$ cat src/hdl/rhht_pkg.sv
// ---------------------------------------------------------------------------
// Relocating hash handle table package
// Shared types and constants for the handle table and its slot hash unit.
// ---------------------------------------------------------------------------
package rhht_pkg;

    localparam logic [63:0] HASH_MUL = 64'd2654435769;

    localparam logic [1:0] ST_FREE     = 2'd0;
    localparam logic [1:0] ST_OCCUPIED = 2'd1;
    localparam logic [1:0] ST_FORWARD  = 2'd2;

    localparam logic [1:0] OP_INSERT = 2'd0;
    localparam logic [1:0] OP_SET    = 2'd1;
    localparam logic [1:0] OP_LOOKUP = 2'd2;
    localparam logic [1:0] OP_REMOVE = 2'd3;

    localparam logic [13:0] VALUE_NONE = 14'h3FFF;

    typedef logic [5:0] level_t;

endpackage

$ cat src/hdl/rhht_hash.sv
// ---------------------------------------------------------------------------
// Slot hash multiplier
// Multiplies the key by the golden-ratio constant in 16-bit partial
// products, one per cycle, keeping the low 64 bits of the product.
// ---------------------------------------------------------------------------
module rhht_hash (
    input  logic        clk,
    input  logic        rst_n,
    input  logic        start,
    input  logic [63:0] key,
    output logic        done,
    output logic [63:0] product
);

    logic [63:0] key_reg, key_next;
    logic [63:0] acc_reg, acc_next;
    logic [2:0]  cnt_reg, cnt_next;
    logic        run_reg, run_next;
    logic [47:0] part;

    // Only the low 32 bits of the constant are non-zero.
    always_comb
    begin
        part     = 48'(key_reg[15:0]) * 48'(rhht_pkg::HASH_MUL[31:0]);
        key_next = key_reg;
        acc_next = acc_reg;
        cnt_next = cnt_reg;
        run_next = run_reg;
        done     = 1'b0;
        if (start)
        begin
            key_next = key;
            acc_next = '0;
            cnt_next = '0;
            run_next = 1'b1;
        end
        else if (run_reg)
        begin
            acc_next = acc_reg + (64'(part) << {cnt_reg[1:0], 4'd0});
            key_next = {16'd0, key_reg[63:16]};
            cnt_next = cnt_reg + 3'd1;
            if (cnt_reg == 3'd3)
            begin
                run_next = 1'b0;
            end
        end
        else if (cnt_reg == 3'd4)
        begin
            done     = 1'b1;
            cnt_next = '0;
        end
    end

    assign product = acc_reg;

    always_ff @(posedge clk or negedge rst_n)
    begin
        if (!rst_n)
        begin
            run_reg <= 1'b0;
            cnt_reg <= '0;
        end
        else
        begin
            run_reg <= run_next;
            cnt_reg <= cnt_next;
        end
    end

    always_ff @(posedge clk)
    begin
        key_reg <= key_next;
        acc_reg <= acc_next;
    end

endmodule

$ cat config.mk
export PLATFORM = sky130hd
export DESIGN_NAME = rhht_hash
export DESIGN_NICKNAME = d
export VERILOG_FILES = /design/src/hdl/rhht_pkg.sv /design/src/hdl/rhht_hash.sv
export SDC_FILE = /design/constraint.sdc
export NUM_CORES = 1
export LEC_CHECK = 0
export BUFFER_PORTS_ARGS = -buffer_cell sky130_fd_sc_hd__buf_2
export CORE_MARGIN = 4
export CORE_UTILIZATION = 37
export CTS_BUF_LIST = sky130_fd_sc_hd__clkbuf_8 sky130_fd_sc_hd__clkbuf_16
export DETAILED_ROUTE_END_ITERATION = 16
export REMOVE_ABC_BUFFERS = 1
export SETUP_SLACK_MARGIN = 0.2
export SKIP_CTS_REPAIR_TIMING = 1
export SLEW_MARGIN = 10
export SYNTH_ARGS = -nofsm -noshare
export SYNTH_HDL_FRONTEND = slang
export SYNTH_SLANG_ARGS = --single-unit
$ cat constraint.sdc
create_clock -name clk -period 10.25 [get_ports clk]
set_input_delay 1.025 -clock clk [delete_from_list [all_inputs] [get_ports clk]]
set_output_delay 1.025 -clock clk [all_outputs]
set_load 0.005 [all_outputs]
======== After elaboration in Yosys (flattened, before gate mapping) ========
Cells that the tools add are included.
storage, ports and cells
  register bits ........................... 132
  bits in latches ......................... 0
  RAM bits ................................ 0
  ROM bits ................................ 0
  output and inout port bits .............. 65
  logic and storage cells ................. 23
  memories kept ........................... 0
cells by class
  add/sub/neg operators ................... 2
  multiply operators ...................... 1
  divide/modulo/power cells ............... 0
  order comparisons ....................... 0
  equality and inequality tests ........... 2
  shifts and indexed selects .............. 1
  multiplexer cells ....................... 11
  bitwise operators ....................... 0
  reduce and logical (&&, ||, !) cells .... 2
operators by type and width
  kind                    number
  $mux 64                 2
  $add 64x64->64          1
  $shl 48x6->64           1
  $mul 16x32->48 const B  1
  $mux 3                  3
  $mux 1                  6
  $add 3x1->3 const B     1
  $eq 3x2->1 const B      1
  $eq 3x3->1 const B      1
  $reduce_bool 3->1       1
  $reduce_bool 2->1       1

======== Logic depth before layout (Yosys ltp) ========
Gate-level depths: netlist (run 1).
  depth after elaboration ................. 4
  mapped depth ............................ 36
  gate-level depth less buffers ........... 34

======== Worst setup path after synthesis (run 1) ========
OpenSTA, ideal clock, no wires.
  path kind ............................... flip-flop to flip-flop
  start ................................... register key_reg[4]
  end ..................................... register acc_reg[63], in the netlist product[63]
  library setup time ...................... 60 ps
  arrival time ............................ 8,527 ps
  path slack .............................. 1,664 ps
  stages on the path, launching flop included .. 32
  cell sequence ........................... edfxtp_1 -> fa_1 -> fa_1 -> inv_1 -> fa_1 -> inv_1 -> fa_1 -> fa_1 -> inv_1 -> fa_1 -> inv_1 -> ha_1 -> clkbuf_1 -> nand2_1 -> or3_1 -> o21ai_0 -> a221o_1 -> a21oi_1 -> xnor2_1 -> mux2_2 -> and2_1 -> ha_1 -> clkbuf_1 -> nand4_1 -> or3_1 -> o31ai_1 -> nor3_2 -> o31ai_4 -> a41oi_1 -> mux2i_1 -> a2111oi_0 -> nand2b_1
between the ends
  cells in the longest elaborated chain, start to end .. 3
RTL lines
  what                    line             text
  start, declared         rhht_hash.sv:15  logic [63:0] key_reg, key_next;
  start signal, assigned  rhht_hash.sv:72  key_reg <= key_next;
  $mul 16x32->48          rhht_hash.sv:24  part = 48'(key_reg[15:0]) * 48'(rhht_pkg::HASH_MUL[31:0]);
  $shl 48x6->64           rhht_hash.sv:39  acc_next = acc_reg + (64'(part) << {cnt_reg[1:0], 4'd0});
  $add 64x64->64          rhht_hash.sv:39
  end signal, assigned    rhht_hash.sv:73  acc_reg <= acc_next;
  end, declared           rhht_hash.sv:16  logic [63:0] acc_reg, acc_next;
Every way passes these cells.
A chain may end at the register's enable or synchronous reset.

======== Worst setup path after layout (run 1) ========
Same ends and word-level chain as after synthesis.

==> results of run 1 <==
[layer usage]
| layer | GRT usage, % | vias up | wire length (µm) | share of wire [%] |
|---|---|---|---|---|
| li1 | - | 7201 | - | - |
| met1 | 27.6 | 7426 | 24500 | 42 |
| met2 | 35.8 | 477 | 27600 | 48 |
| met3 | 6.35 | 74 | 4390 | 7.6 |
| met4 | 6.26 | 0 | 1380 | 2.4 |
| met5 | 0 | - | 0 | 0 |
[cell type report]
class / count / area share [%]
clock buffer: 17 / 2.07
sequential: 132 / 16.1
timing repair buffer: 153 / 4.00
clock inverter: 15 / 0.717
inverter: 363 / 6.62
multi-input combinational: 1489 / 66.5
tap: 664 / 4.04
[through the flow]
stage / instances / hold WS, ns / setup WS [ns]
3_5_place_dp: 2794 / 0.502 / 0.531
2_1_floorplan: 1984 / 0.489 / 1.81
6_report: 2833 / 0.356 / 0.781
4_1_cts: 2826 / 0.327 / 0.481
3_3_place_gp: 2794 / 0.495 / 0.678
5_1_grt: 2833 / 0.339 / 0.205
[logic make-up after synthesis]
group	Yosys count	share of synthesized area [%]
and+or+nand+nor	415	10.7
AOI/OAI and AO/OA	467	16.8
muxes	89	5.13
buffers and inverters	434	8.81
xor gates and xnor gates	92	4.34
adders and majority gates	426	36.5
DFF	132	17.8
[worst register-to-register path, delay by kind of cell, from the launching register on]
family	cells	cell delay, ns
AOI/OAI and AO/OA	11	2.99
adders and majority gates	8	4.20
buffers and inverters	4	0.25
DFF	1	0.56
muxes	2	0.33
and+or+nand+nor	6	1.09
[synthesized netlist by cell type, types with 49 or more instances]
cell type / count / share of area, %
dfxtp_1: 64 / 6.9
ha_1: 233 / 16
inv_1: 363 / 7.3
a21o_1: 55 / 2.2
clkbuf_1: 62 / 1.3
xnor2_1: 55 / 2.6
fa_1: 193 / 21
a21oi_1: 141 / 3.8
nand2_1: 103 / 2.1
edfxtp_1: 64 / 10
mux2_2: 49 / 3.0
o21ai_0: 74 / 2.0
nor2_1: 135 / 2.7
[how the worst max path moves through the flow]
stage | from | cells past startpoint | end
3_3_place_gp | key_reg[5] | 29 | product[63]
2_1_floorplan | key_reg[4] | 30 | product[63]
5_1_grt | key_reg[13] | 31 | product[63]
4_1_cts | key_reg[5] | 29 | product[63]
6_report | key_reg[4] | 31 | product[63]
3_5_place_dp | key_reg[5] | 29 | product[63]
==> impl_metrics.json, run 1 <==
{
  "status": "finished, final reports clean",
  "setup_tns_ns": 0,
  "startpoint_type": "flop",
  "firstDrtPassIters": 8,
  "clock_path_buffers": 2,
  "required_ns": 10.66,
  "hpwl_um": 49000,
  "synth_ff_type": "edfxtp_1",
  "routedWlPerCell_um": 20.4,
  "critPathBufInv": 4,
  "cts_max_level": 4,
  "slew_viol_final": 0,
  "seq_area_frac_synth_pct": 17.8,
  "multi_input_area_um2": 13700,
  "final_hold_viol_count": 0,
  "regToRegEndpoint": "product[63]",
  "crit_path_max_incr_delay_ns": 0.64,
  "drc": 0,
  "final_common_cell": "inv_1",
  "io-pin-count": 132,
  "grt_usage_pct": 21.6,
  "numCtsBuffers": 17,
  "avgViaCountPerCell": 5.36,
  "yosysWarningCount": 0,
  "finClkSkew_ns": 0.0116,
  "min_path_type": "input pin to async pin",
  "overflow": 0,
  "core_area_um2": 49300,
  "grt_pass1_wl_um": 89800,
  "place_congestion": 0.999,
  "dieHeight_um": 232,
  "row_count": 81,
  "path_max_fanout": 9,
  "crit_slowest_cell": "o31ai_1",
  "timing.final.crit_share_pct": 92.4,
  "fmax_mhz": 106,
  "area_growth_pct": 10.9,
  "clock_latency_ns": 0.47,
  "synth_cell_types": 77,
  "final-seq-area_um2": 3300,
  "worstRegToRegCells": 31,
  "dieWidth_um": 232,
  "placedInstanceArea_um2": 19900,
  "slew_headroom_pct": 34.4,
  "rsz0062_at_grt": "no",
  "r2r-start": "key_reg[4]",
  "design_area_um2": 20600,
  "antenna_found_initial": 1,
  "grt_max_degree": 76,
  "clock-root-buffer": "clkbuf_16",
  "crit_arrival_ns": 9.88,
  "vias": 15178,
  "grt_pass1_vias": 15615,
  "crit_type": "flop to flop",
  "drt_iter0_drc": 1104,
  "antenna_cells": 0,
  "synth-seq-cells": 132,
  "finalSetupViolations": 0,
  "fillers": 5043,
  "netlist_instances": 2055,
  "cp_top_family": "adder cells",
  "dieArea_um2": 53800,
  "fin_nets": 2649,
  "synth_edf_count": 64,
  "path_common_cell": "fa_1",
  "clkTransAtPathRegs_ns": 0.07,
  "layout_common_cells": "inv_1 (362), ha_1 (233), fa_1 (192)",
  "final_core_util_pct": 41.8,
  "worst_pin_slew_ns": 0.972,
  "ys_async_sr_fraction_pct": 3.03,
  "totalWireLength_um": 57900,
  "r2r_slack_ns": 0.78,
  "end_kind": "flop",
  "avgSynthCellArea_um2": 9.04,
  "io_buffers": 131,
  "clock-sinks": 132,
  "drive_gt1_share_pct": 12.6,
  "start_util_pct": 37.7,
  "cap_viol_max_count": 0,
  "syn_area_um2": 18600,
  "antenna_left": 0,
  "min_period_ns": 9.47,
  "cts_tree": "done"
}
Power of run 1 is left out: the tool's default activity adds up to more than one toggle a clock period on the data nets, which glitch-free logic cannot reach.
==> inputs of run 2 (changes only) <==
--- a/config.mk
+++ b/config.mk
@@ -5,6 +5,7 @@
 export SDC_FILE = /design/constraint.sdc
 export NUM_CORES = 1
 export LEC_CHECK = 0
+export ABC_AREA = 1
 export BUFFER_PORTS_ARGS = -buffer_cell sky130_fd_sc_hd__buf_2
 export CORE_MARGIN = 4
 export CORE_UTILIZATION = 37
==> impl_metrics.json, run 2 <==
{
  "avgViaCountPerCell": 5.16,
  "r2r-start": "key_reg[1]",
  "slew_viol_final": 0,
  "startpoint_type": "flop",
  "cts_tree": "done",
  "synthTopCellsByCount": "nand2_1 (664), inv_1 (553), ha_1 (233), nor2_1 (206), fa_1 (193)",
  "drt_iter0_drc": 1497,
  "synth-seq-cells": 132,
  "avgSynthCellArea_um2": 7.25,
  "firstDrtPassIters": 5,
  "cts_max_level": 4,
  "row_count": 83,
  "crit_path_max_incr_delay_ns": 0.81,
  "drive_gt1_share_pct": 8.34,
  "drc": 0,
  "crit_slowest_cell": "fa_1",
  "core_area_um2": 51600,
  "seq_area_frac_synth_pct": 17.1,
  "grt_pass1_wl_um": 109000,
  "io-pin-count": 132,
  "area_growth_pct": 10.4,
  "antenna_cells": 0,
  "vias": 17978,
  "final_common_cell": "nand2_1",
  "dieHeight_um": 237,
  "dieWidth_um": 237,
  "crit_arrival_ns": 9.54,
  "finClkSkew_ns": 0.0203,
  "numCtsBuffers": 17,
  "totalWireLength_um": 70700,
  "worst_pin_slew_ns": 0.990,
  "r2r_slack_ns": 1.10,
  "regToRegEndpoint": "product[61]",
  "syn_area_um2": 19400,
  "synth_top_area_cell": "fa_1",
  "antenna_left": 0,
  "overflow": 0,
  "path_max_fanout": 7,
  "grt_pass1_vias": 18127,
  "layout_common_cells": "nand2_1 (664), inv_1 (552), ha_1 (233)",
  "routedWlPerCell_um": 20.3,
  "slew_headroom_pct": 33.7,
  "fillers": 5449,
  "cap_viol_max_count": 0,
  "start_util_pct": 37.5,
  "crit_type": "flop to flop",
  "fmax_mhz": 109,
  "synth_ff_type": "edfxtp_1",
  "clock-sinks": 132,
  "min_period_ns": 9.15,
  "worstRegToRegCells": 32,
  "io_buffers": 131,
  "min_path_type": "input pin to async pin",
  "ys_async_sr_fraction_pct": 3.03,
  "clock_path_buffers": 2,
  "antenna_found_initial": 0,
  "hpwl_um": 60800,
  "end_kind": "flop",
  "synth_edf_count": 64,
  "setup_tns_ns": 0,
  "status": "finished, final reports clean",
  "grt_usage_pct": 25.2,
  "finalSetupViolations": 0,
  "clkTransAtPathRegs_ns": 0.07,
  "synthTopCellsByArea": "fa_1 (20%), ha_1 (15%), nand2_1 (13%), inv_1 (11%), edfxtp_1 (9.9%)",
  "place_congestion": 1.02,
  "dieArea_um2": 56100,
  "synth_top_area_share_pct": 19.9,
  "clock_latency_ns": 0.47,
  "netlist_instances": 2672,
  "grt_max_degree": 69,
  "timing.final.crit_share_pct": 89.2,
  "synth_cell_types": 56,
  "fin_nets": 3285,
  "yosysWarningCount": 0,
  "final_hold_viol_count": 0,
  "required_ns": 10.65,
  "rsz0062_at_grt": "no",
  "clock-root-buffer": "clkbuf_16",
  "yosysMostFrequentCell": "nand2_1"
}
[run 2: final cells by class]
type	instances	area [µm²]	area share [%]
multi-input combinational	1939	13800	64.6
clock buffer	17	425	1.99
sequential	132	3300	15.4
inverter	560	2100	9.83
tap	680	851	3.98
clock inverter	15	159	0.743
timing repair buffer	142	738	3.45
[run 2: per-layer routing]
metal	up-vias	GRT usage [%]	share of wire (%)
li1	8695	-	-
met1	8545	35.6	46
met2	644	39.7	45
met3	94	4.61	6.7
met4	0	7.18	2.8
met5	-	0	0
[run 2: cells by family after synthesis]
| kind of cell | Yosys count | synth area share (%) |
|---|---|---|
| multiplexers | 1 | 0.0517 |
| flip-flops | 132 | 17.1 |
| buffers and inverters | 601 | 11.7 |
| AO/OA/AOI/OAI | 442 | 12.8 |
| adder cells (fa/ha/maj) | 426 | 35.0 |
| XOR/XNOR | 33 | 1.49 |
| AND/OR/NAND/NOR | 1037 | 22.0 |
[run 2: worst max-delay path by stage]
stage / startpoint / end / slack, ns
finish: key_reg[1] / product[61] / 1.10
global route: key_reg[1] / product[61] / 0.69
CTS: key_reg[1] / product[59] / 1.34
detailed placement: key_reg[1] / product[61] / 1.38
global placement: key_reg[1] / product[59] / 1.30
floorplan: key_reg[4] / product[52] / 3.20
[run 2: metrics by stage]
| step | std cells | hold WS, ns | utilization, % | setup WS (ns) | cell area (µm²) |
|---|---|---|---|---|---|
| finish | 3485 | 0.357 | 41.4 | 1.10 | 21400 |
| global route | 3485 | 0.340 | 41.4 | 0.693 | 21400 |
| detailed placement | 3453 | 0.472 | 40.3 | 1.38 | 20800 |
| floorplan | 2631 | 0.465 | - | 3.20 | 19200 |
| global placement | 3453 | 0.463 | 40.3 | 1.30 | 20800 |
| CTS | 3485 | 0.325 | 41.4 | 1.34 | 21400 |
[run 2: worst max-delay path: cells and delay by family (launching register included)]
| kind | cells | cell delay (ns) |
|---|---|---|
| AO/OA/AOI/OAI | 8 | 1.82 |
| adder cells (fa/ha/maj) | 8 | 4.21 |
| buffers and inverters | 6 | 0.51 |
| flip-flops | 1 | 0.65 |
| AND/OR/NAND/NOR | 10 | 1.85 |
Power of run 2 is left out for the same reason.
