$ cat src/hdl/rhht_ram.sv
// ---------------------------------------------------------------------------
// Generic single-port RAM
// One write or read per cycle; the read data is registered.
// ---------------------------------------------------------------------------
module rhht_ram #(
    parameter int WIDTH = 8,
    parameter int DEPTH = 16
) (
    input  logic                     clk,
    input  logic                     we,
    input  logic [$clog2(DEPTH)-1:0] addr,
    input  logic [WIDTH-1:0]         wdata,
    output logic [WIDTH-1:0]         rdata
);

    logic [WIDTH-1:0] mem [DEPTH];

    always_ff @(posedge clk)
    begin
        if (we)
        begin
            mem[addr] <= wdata;
        end
        rdata <= mem[addr];
    end

endmodule

$ cat config.mk
export PLATFORM = sky130hd
export DESIGN_NAME = rhht_ram
export DESIGN_NICKNAME = d
export VERILOG_FILES = /design/src/hdl/rhht_ram.sv
export SDC_FILE = /design/constraint.sdc
export NUM_CORES = 1
export LEC_CHECK = 0
export ABC_CLOCK_PERIOD_IN_PS = 2100
export BUFFER_PORTS_ARGS = -buffer_cell sky130_fd_sc_hd__buf_2
export CORE_MARGIN = 3
export CORE_UTILIZATION = 55
export CTS_CLUSTER_DIAMETER = 100
export CTS_CLUSTER_SIZE = 16
export DETAILED_ROUTE_END_ITERATION = 10
export GPL_TIMING_DRIVEN = 0
export PLACE_DENSITY = 0.72
export SLEW_MARGIN = 0
export SYNTH_ARGS = -nofsm -noshare
export SYNTH_HDL_FRONTEND = slang
export SYNTH_SLANG_ARGS = --single-unit
$ cat constraint.sdc
create_clock -name clk -period 2.1 [get_ports clk]
set_clock_uncertainty 0.05 [all_clocks]
set_input_delay 0.21 -clock clk [delete_from_list [all_inputs] [get_ports clk]]
set_output_delay 0.21 -clock clk [all_outputs]
set_load 0.05 [all_outputs]
======== Yosys cells after proc, flatten, opt, wreduce, memory -nomap -nowiden ========
Memory sizes are Yosys's and may differ from the RTL's. A register that Yosys moved wholly into a read port is not among the register bits.
Index checks and enable logic that the tools add are counted.
operators by class
  muxes and demuxes ....................... 2
operators by type and width
  operator  count
  $mux 1    2
word-level totals
  bits in writable memories ............... 128
  flip-flop bits (word level) ............. 0
  memories kept ........................... 1
  word-level logic and storage cells ...... 3
memory list
  name  words  width  rd ports  clocked after Yosys merged registers in  wr ports  RTL line  RTL
  mem   16     8      1         1                                        1         16        logic [WIDTH-1:0] mem [DEPTH];

======== Longest topological paths before layout ========
Gate-level depths: netlist of run 1.
  word-level depth ........................ 2
  gate-level depth with buffers ........... 5

======== Worst setup path after synthesis of run 1 ========
No wires, ideal clock.
  kind .................................... input-to-reg
  start ................................... input addr[2]
  end ..................................... memory mem[0][0] (enable)
  data required time ...................... 1667 ps
  buffers on the path ..................... 0
  setup time .............................. 383 ps
  slack ................................... 347 ps
  stages on the path ...................... 2
  arrival time ............................ 1320 ps
  path through ............................ or3b_2 nor3_1
RTL lines
  item             RTL line  RTL
  start, declared  11        input logic [$clog2(DEPTH)-1:0] addr,
  end, declared    16
Straight into the memory's write port.

======== Worst setup path after layout of run 1 ========
  start ................................... input addr[2]
  end ..................................... memory mem[0][7] (enable)
Straight into the memory's write port.

==> flow_summary.html, run 1 <==
<table>
<tr><th>Metric</th><th>Value</th></tr>
<tr><th colspan="2">Cells and area</th></tr>
<tr><td>Number of nets in the layout</td><td>about 280</td></tr>
<tr><td>Filler instances</td><td>560</td></tr>
<tr><td>Area growth syn-to-layout</td><td>16.89%</td></tr>
<tr><td>Reg area</td><td>4004 sq um</td></tr>
<tr><td>Share of layout cells above drive strength 1</td><td>30.25%</td></tr>
<tr><td>Area of combinational cells with multiple inputs</td><td>1003 sq um</td></tr>
<tr><td>Diodes inserted</td><td>0</td></tr>
<tr><td>Non-filler instance count after layout</td><td>389</td></tr>
<tr><th colspan="2">Timing</th></tr>
<tr><td>Tmin final</td><td>1781 ps</td></tr>
<tr><td>Final setup violation count</td><td>0</td></tr>
<tr><td>Max-slew headroom</td><td>13.69%</td></tr>
<tr><td>Number of hold violations in the final report</td><td>0</td></tr>
<tr><td>Post-route fraction of the period consumed by the critical path</td><td>84.80%</td></tr>
<tr><td>Worst slew pin tran</td><td>~1300 ps</td></tr>
<tr><td>Total count of max-transition violations in the final report</td><td>0</td></tr>
<tr><td>Hold WS</td><td>41.66 ps</td></tr>
<tr><td>Setup ws final</td><td>319.3 ps</td></tr>
<tr><td>Setup repair after global routing missed its margin</td><td>false</td></tr>
<tr><td>Max frequency</td><td>0.5616 GHz</td></tr>
<tr><th colspan="2">Worst setup path</th></tr>
<tr><td>Critical Path Start Type</td><td>input pin</td></tr>
<tr><td>Critical Path Sink Type</td><td>flop</td></tr>
<tr><td>Worst Path Required</td><td>around 2200 ps</td></tr>
<tr><td>Critical Path AT</td><td>~1900 ps</td></tr>
<tr><td>Worst setup path category</td><td>input pin to flop</td></tr>
<tr><td>Critical-path maximum fanout</td><td>8</td></tr>
<tr><th colspan="2">Yosys</th></tr>
<tr><td>Total number of yosys warnings</td><td>0</td></tr>
<tr><td>Sequential-to-total area share from yosys stat</td><td>79.01%</td></tr>
<tr><td>Seq cells post-synth</td><td>136</td></tr>
<tr><td>Post-synthesis instance area</td><td>5067 sq um</td></tr>
<tr><td>Number of instances in the synthesized netlist</td><td>230</td></tr>
<tr><td>Average instance area after synthesis</td><td>22.03 sq um</td></tr>
<tr><td>Distinct cell type count after synthesis</td><td>18</td></tr>
<tr><td>Net count after synthesis</td><td>244</td></tr>
<tr><th colspan="2">CTS</th></tr>
<tr><td>CTS H-Tree Depth</td><td>4</td></tr>
<tr><td>TritonCTS clock tree</td><td>yes</td></tr>
<tr><td>Clock slew at reported path FFs</td><td>60 ps</td></tr>
<tr><td>CTS Buffer Depth</td><td>2</td></tr>
<tr><td>Clock Latency Late Sink</td><td>520 ps</td></tr>
<tr><td>Post-CTS Hold Fix Bufs</td><td>0</td></tr>
<tr><td>Number of buffers created by CTS</td><td>17</td></tr>
<tr><td>Clock root buffer</td><td>sky130_fd_sc_hd__clkbuf_8</td></tr>
<tr><td>Number of buffers inserted by post-CTS setup repair</td><td>0</td></tr>
<tr><td>Total number of clock tree sinks</td><td>136</td></tr>
<tr><td>Gates resized, CTS repair</td><td>0</td></tr>
<tr><th colspan="2">Global route</th></tr>
<tr><td>Overflow left after global routing</td><td>0</td></tr>
<tr><td>Total track usage</td><td>20.00%</td></tr>
<tr><td>Vias in the first global route</td><td>2384</td></tr>
<tr><td>First-pass GRT wire length</td><td>14190 um</td></tr>
<tr><td>Maximum number of pins on one net before global-route repair</td><td>17</td></tr>
<tr><td>Initial antenna violation count</td><td>0</td></tr>
<tr><th colspan="2">Pwr</th></tr>
<tr><td>Total power per unit cell area</td><td>1098 nW/um^2</td></tr>
<tr><td>VDD IR-drop max</td><td>570.5 uV</td></tr>
<tr><td>Total power consumption of the routed design</td><td>around 6.5 mW</td></tr>
<tr><td>Lkg Pwr</td><td>1.937 nW</td></tr>
<tr><th colspan="2">Run</th></tr>
<tr><td>Maxcap violations</td><td>0</td></tr>
<tr><th colspan="2">Die</th></tr>
<tr><td>Die width</td><td>102.0 um</td></tr>
<tr><td>Overall die area</td><td>10400 sq um</td></tr>
<tr><td>DIE HEIGHT</td><td>between 100 and 150 um</td></tr>
<tr><td>Placement row count</td><td>34</td></tr>
<tr><td>Number of I/O pins</td><td>22</td></tr>
<tr><td>Initial Util</td><td>57.27%</td></tr>
<tr><td>Core box area</td><td>8848 sq um</td></tr>
<tr><th colspan="2">Placed design</th></tr>
<tr><td>Port Buf Inserts</td><td>19</td></tr>
<tr><td>Post-place setup slack</td><td>-215.2 ps</td></tr>
<tr><td>HPWL after detailed placement</td><td>5768 um</td></tr>
<tr><td>Cell Count Post-Placement</td><td>357</td></tr>
<tr><td>Final Wtd Congestion</td><td>0.7241</td></tr>
<tr><th colspan="2">Route</th></tr>
<tr><td>Post-detailed-route via-to-cell ratio</td><td>6.033</td></tr>
<tr><td>Antenna violation net count after detailed routing</td><td>0</td></tr>
<tr><td>Wire length after detailed routing</td><td>between 9000 and 10000 um</td></tr>
<tr><td>Number of iterations in the first detailed-routing pass</td><td>4</td></tr>
<tr><td>DR vias</td><td>2347</td></tr>
<tr><td>WL/cell</td><td>24.01 um</td></tr>
<tr><td>DRT iter0 DRCs</td><td>253</td></tr>
<tr><td>Drt drc</td><td>0</td></tr>
<tr><th colspan="2">Worst hold path</th></tr>
<tr><td>Worst min path class</td><td>input pin to flop</td></tr>
<tr><th colspan="2">Outcome</th></tr>
<tr><td>Run status</td><td>finished clean</td></tr>
</table>
cell usage after synthesis, drive strengths merged:
master	count	area [sq um]
a22oi	16	120.1
mux4	32	720.7
nor2	13	48.80
clkbuf	3	12.51
or3b	1	8.760
nor2b	2	12.51
buf	8	47.54
nand3	1	5.000
dfxtp	8	160.2
nand2b	2	12.51
nand3b	2	15.01
edfxtp	128	3844
and2	1	6.260
nand2	9	33.78
nor3	4	20.02
logic make-up after synthesis:
family,Yosys count,share of synthesized area [%]
DFF,136,79.01
and+or+nand+nor,35,3.210
muxes,32,14.22
AOI/OAI and AO/OA,16,2.370
buffers and inverters,11,1.185
report_power, final:
group,switching [mW],internal (mW)
Sequential,0.0150,3.04
Clock,1.06,2.05
Combinational,0.225,0.115
Total,1.30,5.20
sequential cells by signal (all words and copies together) (netlist names):
| register | flops |
|---|---|
| mem | 128 |
| rdata | 8 |
metrics by stage:
step                util (%)  cell area, sq um  TNS [ps]
global route           66.94              5923         0
global placement       59.87              5298     -9779
detailed placement     59.87              5298     -8844
finish                 66.94              5923         0
CTS                    66.94              5923         0
floorplan                  -              5067         0
cell usage in the layout, fill, tap and decap left out:
cell | Yosys | final
sky130_fd_sc_hd__or3b_2 | 1 | 1
sky130_fd_sc_hd__buf_2 | 2 | 21
sky130_fd_sc_hd__nor2b_1 | 2 | 2
sky130_fd_sc_hd__clkbuf_1 | 2 | 6
sky130_fd_sc_hd__clkbuf_8 | 0 | 1
sky130_fd_sc_hd__bufinv_16 | 0 | 5
sky130_fd_sc_hd__edfxtp_1 | 128 | 128
sky130_fd_sc_hd__clkbuf_2 | 1 | 1
sky130_fd_sc_hd__nand3_1 | 1 | 1
sky130_fd_sc_hd__nand3b_1 | 2 | 2
sky130_fd_sc_hd__inv_6 | 0 | 1
sky130_fd_sc_hd__buf_6 | 2 | 2
sky130_fd_sc_hd__and2_1 | 1 | 1
sky130_fd_sc_hd__nand2b_1 | 2 | 2
sky130_fd_sc_hd__clkbuf_16 | 0 | 16
sky130_fd_sc_hd__clkinv_2 | 0 | 1
sky130_fd_sc_hd__clkinvlp_4 | 0 | 2
sky130_fd_sc_hd__dfxtp_1 | 8 | 8
sky130_fd_sc_hd__buf_1 | 4 | 4
sky130_fd_sc_hd__clkinv_4 | 0 | 2
sky130_fd_sc_hd__mux4_2 | 32 | 32
sky130_fd_sc_hd__nand2_1 | 9 | 9
sky130_fd_sc_hd__nor2_1 | 13 | 13
sky130_fd_sc_hd__a22oi_1 | 16 | 16
sky130_fd_sc_hd__nor3_1 | 4 | 4
metal layers:
metal | wire [um] | up-vias | share of wire [%] | GRT usage [%]
li1 | - | 1039 | - | -
met1 | 3838 | 1213 | 41 | 28.26
met2 | 4650 | 85 | 50 | 30.08
met3 | 677 | 10 | 7.2 | 5.597
met4 | 172 | 0 | 1.8 | 8.073
met5 | 0 | - | 0 | 0
final timing paths:
kind,start,to,slack (ps),cells after the start
min reg2reg,mem[8][3],rdata[3],640,3
min,wdata[7],mem[2][7],40,1
max reg2reg,mem[12][4],rdata[4],670,3
max,addr[2],mem[0][7],320,3
critical path, stage by stage:
cell                     delay (ps)
sky130_fd_sc_hd__buf_2          150
sky130_fd_sc_hd__or3b_2         510
sky130_fd_sc_hd__nor3_1         990
area by class of cell:
type | instances | area share [%]
multi-input cells | 83 | 16.94
clock inverters | 11 | 3.316
clock buffers | 21 | 7.245
repair buffers | 19 | 1.605
flip-flops and latches | 136 | 67.60
plain buffers | 11 | 1.014
well taps | 108 | 2.281
(Power assumes the default switching activity.)
==> run 2, diff against run 1 <==
Settings changed: ABC_CLOCK_PERIOD_IN_PS 2100 to 1600, CORE_UTILIZATION 55 to 54, PLACE_DENSITY 0.72 to 0.74.
Clock period 2.1 ns to 1.6 ns, I/O delays scaled along.
==> run 2 against run 1 <==
Global-route usage increased by 0.26 points. Worst setup slack got worse by 220 ps. Clock power increased by 12%. Power increased by 22%. Non-clock buffer count increased by 8. Sequential power increased by 31%. Critical path depth unchanged. Flip-flop and latch count unchanged. Final cell count increased by 2.1%.
==> flow_summary.html, run 2 (synthesis gave the netlist of run 1 again) <==
<table>
<tr><th>Metric</th><th>Value</th></tr>
<tr><th colspan="2">Worst setup path</th></tr>
<tr><td>Critical Path Start Type</td><td>input pin</td></tr>
<tr><td>Critical Path Sink Type</td><td>flop</td></tr>
<tr><td>Critical Path AT</td><td>1590 ps (-280 ps)</td></tr>
<tr><td>Worst setup path category</td><td>input pin to flop</td></tr>
<tr><td>Critical-path maximum fanout</td><td>10 (+2)</td></tr>
<tr><td>Worst Path Required</td><td>1680 ps (-510 ps)</td></tr>
<tr><th colspan="2">Timing</th></tr>
<tr><td>Hold WS</td><td>179.3 ps (+137.6 ps)</td></tr>
<tr><td>Max-slew headroom</td><td>21.72% (+8.0 points)</td></tr>
<tr><td>Tmin final</td><td>between 1500 and 2000 ps</td></tr>
<tr><td>Setup repair after global routing missed its margin</td><td>false</td></tr>
<tr><td>Worst slew pin tran</td><td>1165 ps (-119.6 ps)</td></tr>
<tr><td>Sum Neg Setup Slack</td><td>0 ps (unchanged)</td></tr>
<tr><td>Setup ws final</td><td>95.67 ps (-223.6 ps)</td></tr>
<tr><td>Post-route fraction of the period consumed by the critical path</td><td>94.02%</td></tr>
<tr><td>Max frequency</td><td>0.6647 GHz</td></tr>
<tr><td>Total count of max-transition violations in the final report</td><td>0 (unchanged)</td></tr>
<tr><td>Final setup violation count</td><td>0 (unchanged)</td></tr>
<tr><td>Number of hold violations in the final report</td><td>0 (unchanged)</td></tr>
<tr><th colspan="2">Placed design</th></tr>
<tr><td>Final Wtd Congestion</td><td>0.8274 (+14%)</td></tr>
<tr><td>Post-place setup slack</td><td>-655.3 ps (-440.1 ps)</td></tr>
<tr><td>Post-placement cell area</td><td>5305 sq um (+0.14%)</td></tr>
<tr><td>HPWL after detailed placement</td><td>5950 um (+3.2%)</td></tr>
<tr><td>Port Buf Inserts</td><td>19 (unchanged)</td></tr>
<tr><th colspan="2">CTS</th></tr>
<tr><td>Clock Latency Late Sink</td><td>520 ps (about the same)</td></tr>
<tr><td>Total number of clock tree sinks</td><td>136 (unchanged)</td></tr>
<tr><td>Number of buffers created by CTS</td><td>17 (unchanged)</td></tr>
<tr><td>Clock slew at reported path FFs</td><td>60 ps (about the same)</td></tr>
<tr><td>CTS H-Tree Depth</td><td>4 (unchanged)</td></tr>
<tr><td>TritonCTS clock tree</td><td>yes</td></tr>
<tr><td>Clock root buffer</td><td>sky130_fd_sc_hd__clkbuf_8</td></tr>
<tr><td>Number of buffers inserted by post-CTS setup repair</td><td>0 (unchanged)</td></tr>
<tr><td>CTS Buffer Depth</td><td>2 (unchanged)</td></tr>
<tr><th colspan="2">Cells and area</th></tr>
<tr><td>Area growth syn-to-layout</td><td>17.48%</td></tr>
<tr><td>Biggest register</td><td>mem</td></tr>
<tr><td>Most frequent standard cell in the layout excluding fill and tap cells</td><td>sky130_fd_sc_hd__edfxtp_1</td></tr>
<tr><td>Top flop regs</td><td>mem (128), rdata (8)</td></tr>
<tr><td>Diodes inserted</td><td>0 (unchanged)</td></tr>
<tr><td>Share of layout cells above drive strength 1</td><td>34.26% (+4.0 points)</td></tr>
<tr><td>Most frequent cells in the layout</td><td>sky130_fd_sc_hd__edfxtp_1 (128), sky130_fd_sc_hd__mux4_2 (32), sky130_fd_sc_hd__buf_2 (21), sky130_fd_sc_hd__a22oi_1 (16), sky130_fd_sc_hd__clkbuf_16 (16)</td></tr>
<tr><td>Reg area</td><td>4004 sq um (unchanged)</td></tr>
<tr><td>Number of nets in the layout</td><td>290 (+2.8%)</td></tr>
<tr><td>Cell area after layout</td><td>5953 sq um (+0.51%)</td></tr>
<tr><td>Area of combinational cells with multiple inputs</td><td>1039 sq um (+3.5%)</td></tr>
<tr><td>Filler instances</td><td>547 (-2.3%)</td></tr>
<tr><td>Flip-flop count of the largest register after layout</td><td>128 (unchanged)</td></tr>
<tr><th colspan="2">Route</th></tr>
<tr><td>DR vias</td><td>2445 (+4.2%)</td></tr>
<tr><td>Drt drc</td><td>0 (unchanged)</td></tr>
<tr><td>Wire length after detailed routing</td><td>9399 um (+0.65%)</td></tr>
<tr><td>DRT iter0 DRCs</td><td>180 (-29%)</td></tr>
<tr><td>Post-detailed-route via-to-cell ratio</td><td>6.159 (+2.1%)</td></tr>
<tr><td>Number of iterations in the first detailed-routing pass</td><td>5 (+1)</td></tr>
<tr><td>Antenna violation net count after detailed routing</td><td>0 (unchanged)</td></tr>
<tr><td>WL/cell</td><td>23.68 um (-1.4%)</td></tr>
<tr><th colspan="2">Die</th></tr>
<tr><td>Overall die area</td><td>10580 sq um (+1.7%)</td></tr>
<tr><td>DIE HEIGHT</td><td>102.9 um (+0.87%)</td></tr>
<tr><td>Number of I/O pins</td><td>22 (unchanged)</td></tr>
<tr><td>Die width</td><td>102.9 um (+0.87%)</td></tr>
<tr><td>Initial Util</td><td>56.72% (-0.55 points)</td></tr>
<tr><td>Placement row count</td><td>34 (unchanged)</td></tr>
<tr><td>Core box area</td><td>8934 sq um (+0.96%)</td></tr>
<tr><th colspan="2">Global route</th></tr>
<tr><td>Vias in the first global route</td><td>2499 (+4.8%)</td></tr>
<tr><td>Total track usage</td><td>20.26% (+0.26 points)</td></tr>
<tr><td>First-pass GRT wire length</td><td>14410 um (+1.6%)</td></tr>
<tr><td>Overflow left after global routing</td><td>0 (unchanged)</td></tr>
<tr><td>Initial antenna violation count</td><td>0 (unchanged)</td></tr>
<tr><td>Maximum number of pins on one net before global-route repair</td><td>17 (unchanged)</td></tr>
<tr><th colspan="2">Outcome</th></tr>
<tr><td>Run status</td><td>finished clean</td></tr>
<tr><th colspan="2">Pwr</th></tr>
<tr><td>VDD IR-drop max</td><td>643.3 uV (+13%)</td></tr>
<tr><td>Lkg Pwr</td><td>1.937 nW (about the same)</td></tr>
<tr><td>Total power per unit cell area</td><td>1334 nW/um^2 (+21%)</td></tr>
<tr><th colspan="2">Run</th></tr>
<tr><td>Maxcap violations</td><td>0 (unchanged)</td></tr>
<tr><th colspan="2">Worst hold path</th></tr>
<tr><td>Worst min path class</td><td>input pin to flop</td></tr>
</table>
run 2: cell count changes in the layout (fill, tap and decap cells not counted), moves of 3 or more:
cell                            before  now
sky130_fd_sc_hd__bufinv_16           5    1
sky130_fd_sc_hd__dlygate4sd3_1       0    8
sky130_fd_sc_hd__clkbuf_1            6    3
sky130_fd_sc_hd__nor2_2              0    7
sky130_fd_sc_hd__nor2_1             13    5
sky130_fd_sc_hd__clkinv_2            1    6
run 2: metrics by stage:
step	power [mW]	cells	utilization [%]
detailed placement	4.528	357	59.38
global route	8.209	397	66.64
global placement	4.513	357	59.38
finish	7.943	397	66.64
CTS	7.973	397	66.37
floorplan	4.365	230	-
run 2: worst max-delay path: stages:
cell and delay [ps]:
sky130_fd_sc_hd__buf_2 200, sky130_fd_sc_hd__clkbuf_2 250, sky130_fd_sc_hd__nor3_1 970
run 2: what timing repair did:
action                                  CTS  global route
hold endpoints to repair                128             0
hold buffers                              8             0
endpoints found under the setup margin   66            80
gates resized for setup                   2             8
run 2: final timing paths:
path / slack, ps / from / endpoint / depth (start not counted)
setup / recovery: 100 / addr[1] / mem[4][4] / 3
hold / removal: 180 / addr[0] / rdata[2] / 4
setup reg to reg: 170 / mem[3][3] / rdata[3] / 3
hold reg to reg: 650 / mem[2][2] / rdata[2] / 3
run 2: layout make-up:
type | count | share of cell area (%)
multi-input combinational | 83 | 17.44
clock inverter | 13 | 1.807
sequential | 136 | 67.26
buffer | 11 | 1.030
tap | 108 | 2.270
timing repair buffer | 27 | 2.942
clock buffer | 19 | 7.251
run 2: where the power goes:
| part | total (mW) | switching, mW | internal [mW] |
|---|---|---|---|
| clock | 3.47 | 1.39 | 2.08 |
| combinational | 0.469 | 0.304 | 0.165 |
| sequential | 4.00 | 0.0200 | 3.98 |
| total | 7.94 | 1.71 | 6.23 |
run 2: metal layers:
| layer | wire, um | global-route usage (%) | vias up |
|---|---|---|---|
| li1 | - | - | 1058 |
| met3 | 687 | 5.074 | 22 |
| met2 | 4737 | 30.39 | 119 |
| met4 | 202 | 9.562 | 0 |
| met5 | 0 | 0 | - |
| met1 | 3771 | 28.44 | 1246 |
==> run 3, diff against run 2 <==
Settings changed: ABC_CLOCK_PERIOD_IN_PS 1600 to 1500, CORE_UTILIZATION 54 to 55, PLACE_DENSITY 0.74 to 0.72, RECOVER_POWER from default to 100.
Clock period 1.6 ns to 1.5 ns, I/O delays scaled along.
==> run 3 against run 2 <==
Core utilization up 1.3 points. Wire length rose by 2.8%. Clock power is 18% higher. First-iteration DRC count is 41% higher. Sequential power up 6.8%. Power increased by 12%. Clock-buffer cell count decreased by 2.
==> flow_summary.html, run 3 (synthesis gave the netlist of run 1 again) <==
<table>
<tr><th>Metric</th><th>Value</th></tr>
<tr><th colspan="2">Cells and area</th></tr>
<tr><td>Most frequent cells in the layout</td><td>sky130_fd_sc_hd__edfxtp_1 (128), sky130_fd_sc_hd__mux4_2 (32), sky130_fd_sc_hd__clkbuf_16 (16), sky130_fd_sc_hd__a22oi_1 (15)</td></tr>
<tr><td>Share of layout cells above drive strength 1</td><td>33.91% (-0.35 points)</td></tr>
<tr><td>Top flop regs</td><td>mem (128), rdata (8)</td></tr>
<tr><td>Reg area</td><td>4004 sq um (unchanged)</td></tr>
<tr><td>Non-filler instance count after layout</td><td>397 (unchanged)</td></tr>
<tr><td>Area growth syn-to-layout</td><td>18.67%</td></tr>
<tr><td>Diodes inserted</td><td>0 (unchanged)</td></tr>
<tr><td>Number of nets in the layout</td><td>290 (unchanged)</td></tr>
<tr><td>Biggest register</td><td>mem</td></tr>
<tr><td>Flip-flop count of the largest register after layout</td><td>128 (unchanged)</td></tr>
<tr><td>Utilization after layout</td><td>67.96% (+1.3 points)</td></tr>
<tr><td>Area of combinational cells with multiple inputs</td><td>1059 sq um (+1.9%)</td></tr>
<tr><td>Most frequent standard cell in the layout excluding fill and tap cells</td><td>sky130_fd_sc_hd__edfxtp_1</td></tr>
<tr><td>Filler instances</td><td>565 (+3.3%)</td></tr>
<tr><th colspan="2">Timing</th></tr>
<tr><td>Max frequency</td><td>0.6895 GHz</td></tr>
<tr><td>Number of hold violations in the final report</td><td>0 (unchanged)</td></tr>
<tr><td>Max-slew headroom</td><td>46.98% (+25 points)</td></tr>
<tr><td>Setup repair after global routing missed its margin</td><td>false</td></tr>
<tr><td>Tmin final</td><td>1450 ps</td></tr>
<tr><td>Final setup violation count</td><td>0 (unchanged)</td></tr>
<tr><td>Sum Neg Setup Slack</td><td>0 ps (unchanged)</td></tr>
<tr><td>Setup ws final</td><td>49.64 ps (-46.03 ps)</td></tr>
<tr><td>Total count of max-transition violations in the final report</td><td>0 (unchanged)</td></tr>
<tr><td>Worst slew pin tran</td><td>795.3 ps (-370.0 ps)</td></tr>
<tr><td>Hold WS</td><td>175.4 ps (-3.927 ps)</td></tr>
<tr><td>Post-route fraction of the period consumed by the critical path</td><td>96.69%</td></tr>
<tr><th colspan="2">Global route</th></tr>
<tr><td>Overflow left after global routing</td><td>0 (unchanged)</td></tr>
<tr><td>First-pass GRT wire length</td><td>15120 um (+4.9%)</td></tr>
<tr><td>Total track usage</td><td>21.30% (+1.0 points)</td></tr>
<tr><td>Vias in the first global route</td><td>2507 (+0.32%)</td></tr>
<tr><td>Maximum number of pins on one net before global-route repair</td><td>17 (unchanged)</td></tr>
<tr><td>Initial antenna violation count</td><td>0 (unchanged)</td></tr>
<tr><th colspan="2">Route</th></tr>
<tr><td>Wire length after detailed routing</td><td>9664 um (+2.8%)</td></tr>
<tr><td>DR vias</td><td>2393 (-2.1%)</td></tr>
<tr><td>DRT iter0 DRCs</td><td>253 (+41%)</td></tr>
<tr><td>WL/cell</td><td>24.34 um (+2.8%)</td></tr>
<tr><td>Post-detailed-route via-to-cell ratio</td><td>6.028 (-2.1%)</td></tr>
<tr><td>Antenna violation net count after detailed routing</td><td>0 (unchanged)</td></tr>
<tr><td>Drt drc</td><td>0 (unchanged)</td></tr>
<tr><td>Number of iterations in the first detailed-routing pass</td><td>4 (-1)</td></tr>
<tr><th colspan="2">Worst setup path</th></tr>
<tr><td>Worst Path Required</td><td>1840 ps (+160 ps)</td></tr>
<tr><td>Critical Path Start Type</td><td>flop</td></tr>
<tr><td>Critical Path AT</td><td>1790 ps (+200 ps)</td></tr>
<tr><td>Critical Path Sink Type</td><td>flop</td></tr>
<tr><td>Critical-path maximum fanout</td><td>1 (-9)</td></tr>
<tr><td>Worst setup path category</td><td>flop to flop</td></tr>
<tr><th colspan="2">CTS</th></tr>
<tr><td>Number of buffers created by CTS</td><td>17 (unchanged)</td></tr>
<tr><td>Total number of clock tree sinks</td><td>136 (unchanged)</td></tr>
<tr><td>Clock root buffer</td><td>sky130_fd_sc_hd__clkbuf_8</td></tr>
<tr><td>CTS Buffer Depth</td><td>2 (unchanged)</td></tr>
<tr><td>CTS H-Tree Depth</td><td>4 (unchanged)</td></tr>
<tr><td>Clock slew at reported path FFs</td><td>60 ps (about the same)</td></tr>
<tr><td>TritonCTS clock tree</td><td>yes</td></tr>
<tr><td>Clock Latency Late Sink</td><td>520 ps (about the same)</td></tr>
<tr><th colspan="2">Pwr</th></tr>
<tr><td>Portion of total power attributed to sequential cells</td><td>48.1% (-2.3 points)</td></tr>
<tr><td>Portion of total power attributed to the clock network</td><td>46.2% (+2.5 points)</td></tr>
<tr><td>VDD IR-drop max</td><td>1011 uV (+57%)</td></tr>
<tr><td>Switching part of the total power</td><td>21.63% (+0.072 points)</td></tr>
<tr><td>Share of total power in combinational logic</td><td>5.7% (-0.2 points)</td></tr>
<tr><td>Lkg Pwr</td><td>1.941 nW (+0.20%)</td></tr>
<tr><td>Internal power of the cells</td><td>6.960 mW (+12%)</td></tr>
<tr><td>Total power per unit cell area</td><td>1477 nW/um^2 (+11%)</td></tr>
<tr><td>Sw power</td><td>1.922 mW (+12%)</td></tr>
<tr><th colspan="2">Die</th></tr>
<tr><td>Placement row count</td><td>34 (unchanged)</td></tr>
<tr><td>Overall die area</td><td>10400 sq um (-1.7%)</td></tr>
<tr><td>Core box area</td><td>8848 sq um (-0.95%)</td></tr>
<tr><td>Number of I/O pins</td><td>22 (unchanged)</td></tr>
<tr><td>DIE HEIGHT</td><td>102.0 um (-0.86%)</td></tr>
<tr><td>Die width</td><td>102.0 um (-0.86%)</td></tr>
<tr><td>Initial Util</td><td>57.27% (+0.55 points)</td></tr>
<tr><th colspan="2">Placed design</th></tr>
<tr><td>Cell Count Post-Placement</td><td>357 (unchanged)</td></tr>
<tr><td>HPWL after detailed placement</td><td>5984 um (+0.57%)</td></tr>
<tr><td>Port Buf Inserts</td><td>19 (unchanged)</td></tr>
<tr><td>Post-place setup slack</td><td>-736.7 ps (-81.38 ps)</td></tr>
<tr><td>Final Wtd Congestion</td><td>0.7604 (-8.1%)</td></tr>
<tr><th colspan="2">Run</th></tr>
<tr><td>Maxcap violations</td><td>0 (unchanged)</td></tr>
<tr><th colspan="2">Outcome</th></tr>
<tr><td>Run status</td><td>finished clean</td></tr>
<tr><th colspan="2">Worst hold path</th></tr>
<tr><td>Worst min path class</td><td>input pin to flop</td></tr>
</table>
==> run 3: changes by cell type in the layout (fill, tap and decap cells not counted), moves of 2 or more <==
cell,previous run,this run
sky130_fd_sc_hd__nor3_1,2,0
sky130_fd_sc_hd__clkbuf_1,3,10
sky130_fd_sc_hd__nor2_2,7,12
sky130_fd_sc_hd__inv_6,0,4
sky130_fd_sc_hd__clkbuf_2,2,12
sky130_fd_sc_hd__bufinv_16,1,3
sky130_fd_sc_hd__buf_2,21,3
sky130_fd_sc_hd__clkinv_2,6,3
sky130_fd_sc_hd__nor2_1,5,1
sky130_fd_sc_hd__nor3_2,2,4
==> run 3: metal layers <==
metal | part of all wire, % | up-vias | GRT usage, %
met4 | 2.3 | 0 | 9.990
met1 | 40 | 1214 | 30.51
met2 | 49 | 108 | 30.63
met5 | 0 | - | 0
met3 | 8.2 | 13 | 6.348
li1 | - | 1058 | -
==> run 3: area by class of cell <==
| cell class | count | area share (%) |
|---|---|---|
| multi-input cells | 83 | 17.60 |
| well taps | 108 | 2.247 |
| plain buffers | 11 | 1.020 |
| clock buffers | 17 | 6.887 |
| clock inverters | 15 | 2.913 |
| flip-flops and latches | 136 | 66.58 |
| repair buffers | 27 | 2.747 |
==> run 3: repair_timing <==
item / 4_1_cts / 5_1_grt
gates cloned: 0 / 0
endpoints found under the setup margin: 80 / 81
gates resized for setup: 4 / 8
endpoints found under the hold margin: 122 / 0
setup buffers: 0 / 0
hold buffers: 8 / 0
==> run 3: worst max-delay path, cell delays in order (launching register included) <==
cell and delay, ps:
sky130_fd_sc_hd__edfxtp_1 370, sky130_fd_sc_hd__mux4_2 510, sky130_fd_sc_hd__a22oi_1 280, sky130_fd_sc_hd__nand2_1 120
==> run 3: final timing paths <==
path,from,end,slack [ps],cells past startpoint
min,addr[0],rdata[0],180,4
max reg2reg,mem[6][2],rdata[2],50,3
min reg2reg,mem[11][1],rdata[1],640,3
max,mem[6][2],rdata[2],50,3
==> run 3: stage by stage <==
step	area, sq um	power (mW)
after detailed placement	5315	4.837
after global routing	6013	9.167
after global placement	5315	4.819
after floorplan	5085	4.658
final	6013	8.882
after CTS	5997	8.948
==> run 3: power groups by stage <==
stage	sequential (mW)	combinational (mW)	clock, mW
floorplan	4.44	0.222	0
global placement	4.34	0.476	0
detailed placement	4.35	0.489	0
CTS	4.27	0.509	4.17
global route	4.28	0.544	4.34
finish	4.27	0.505	4.11
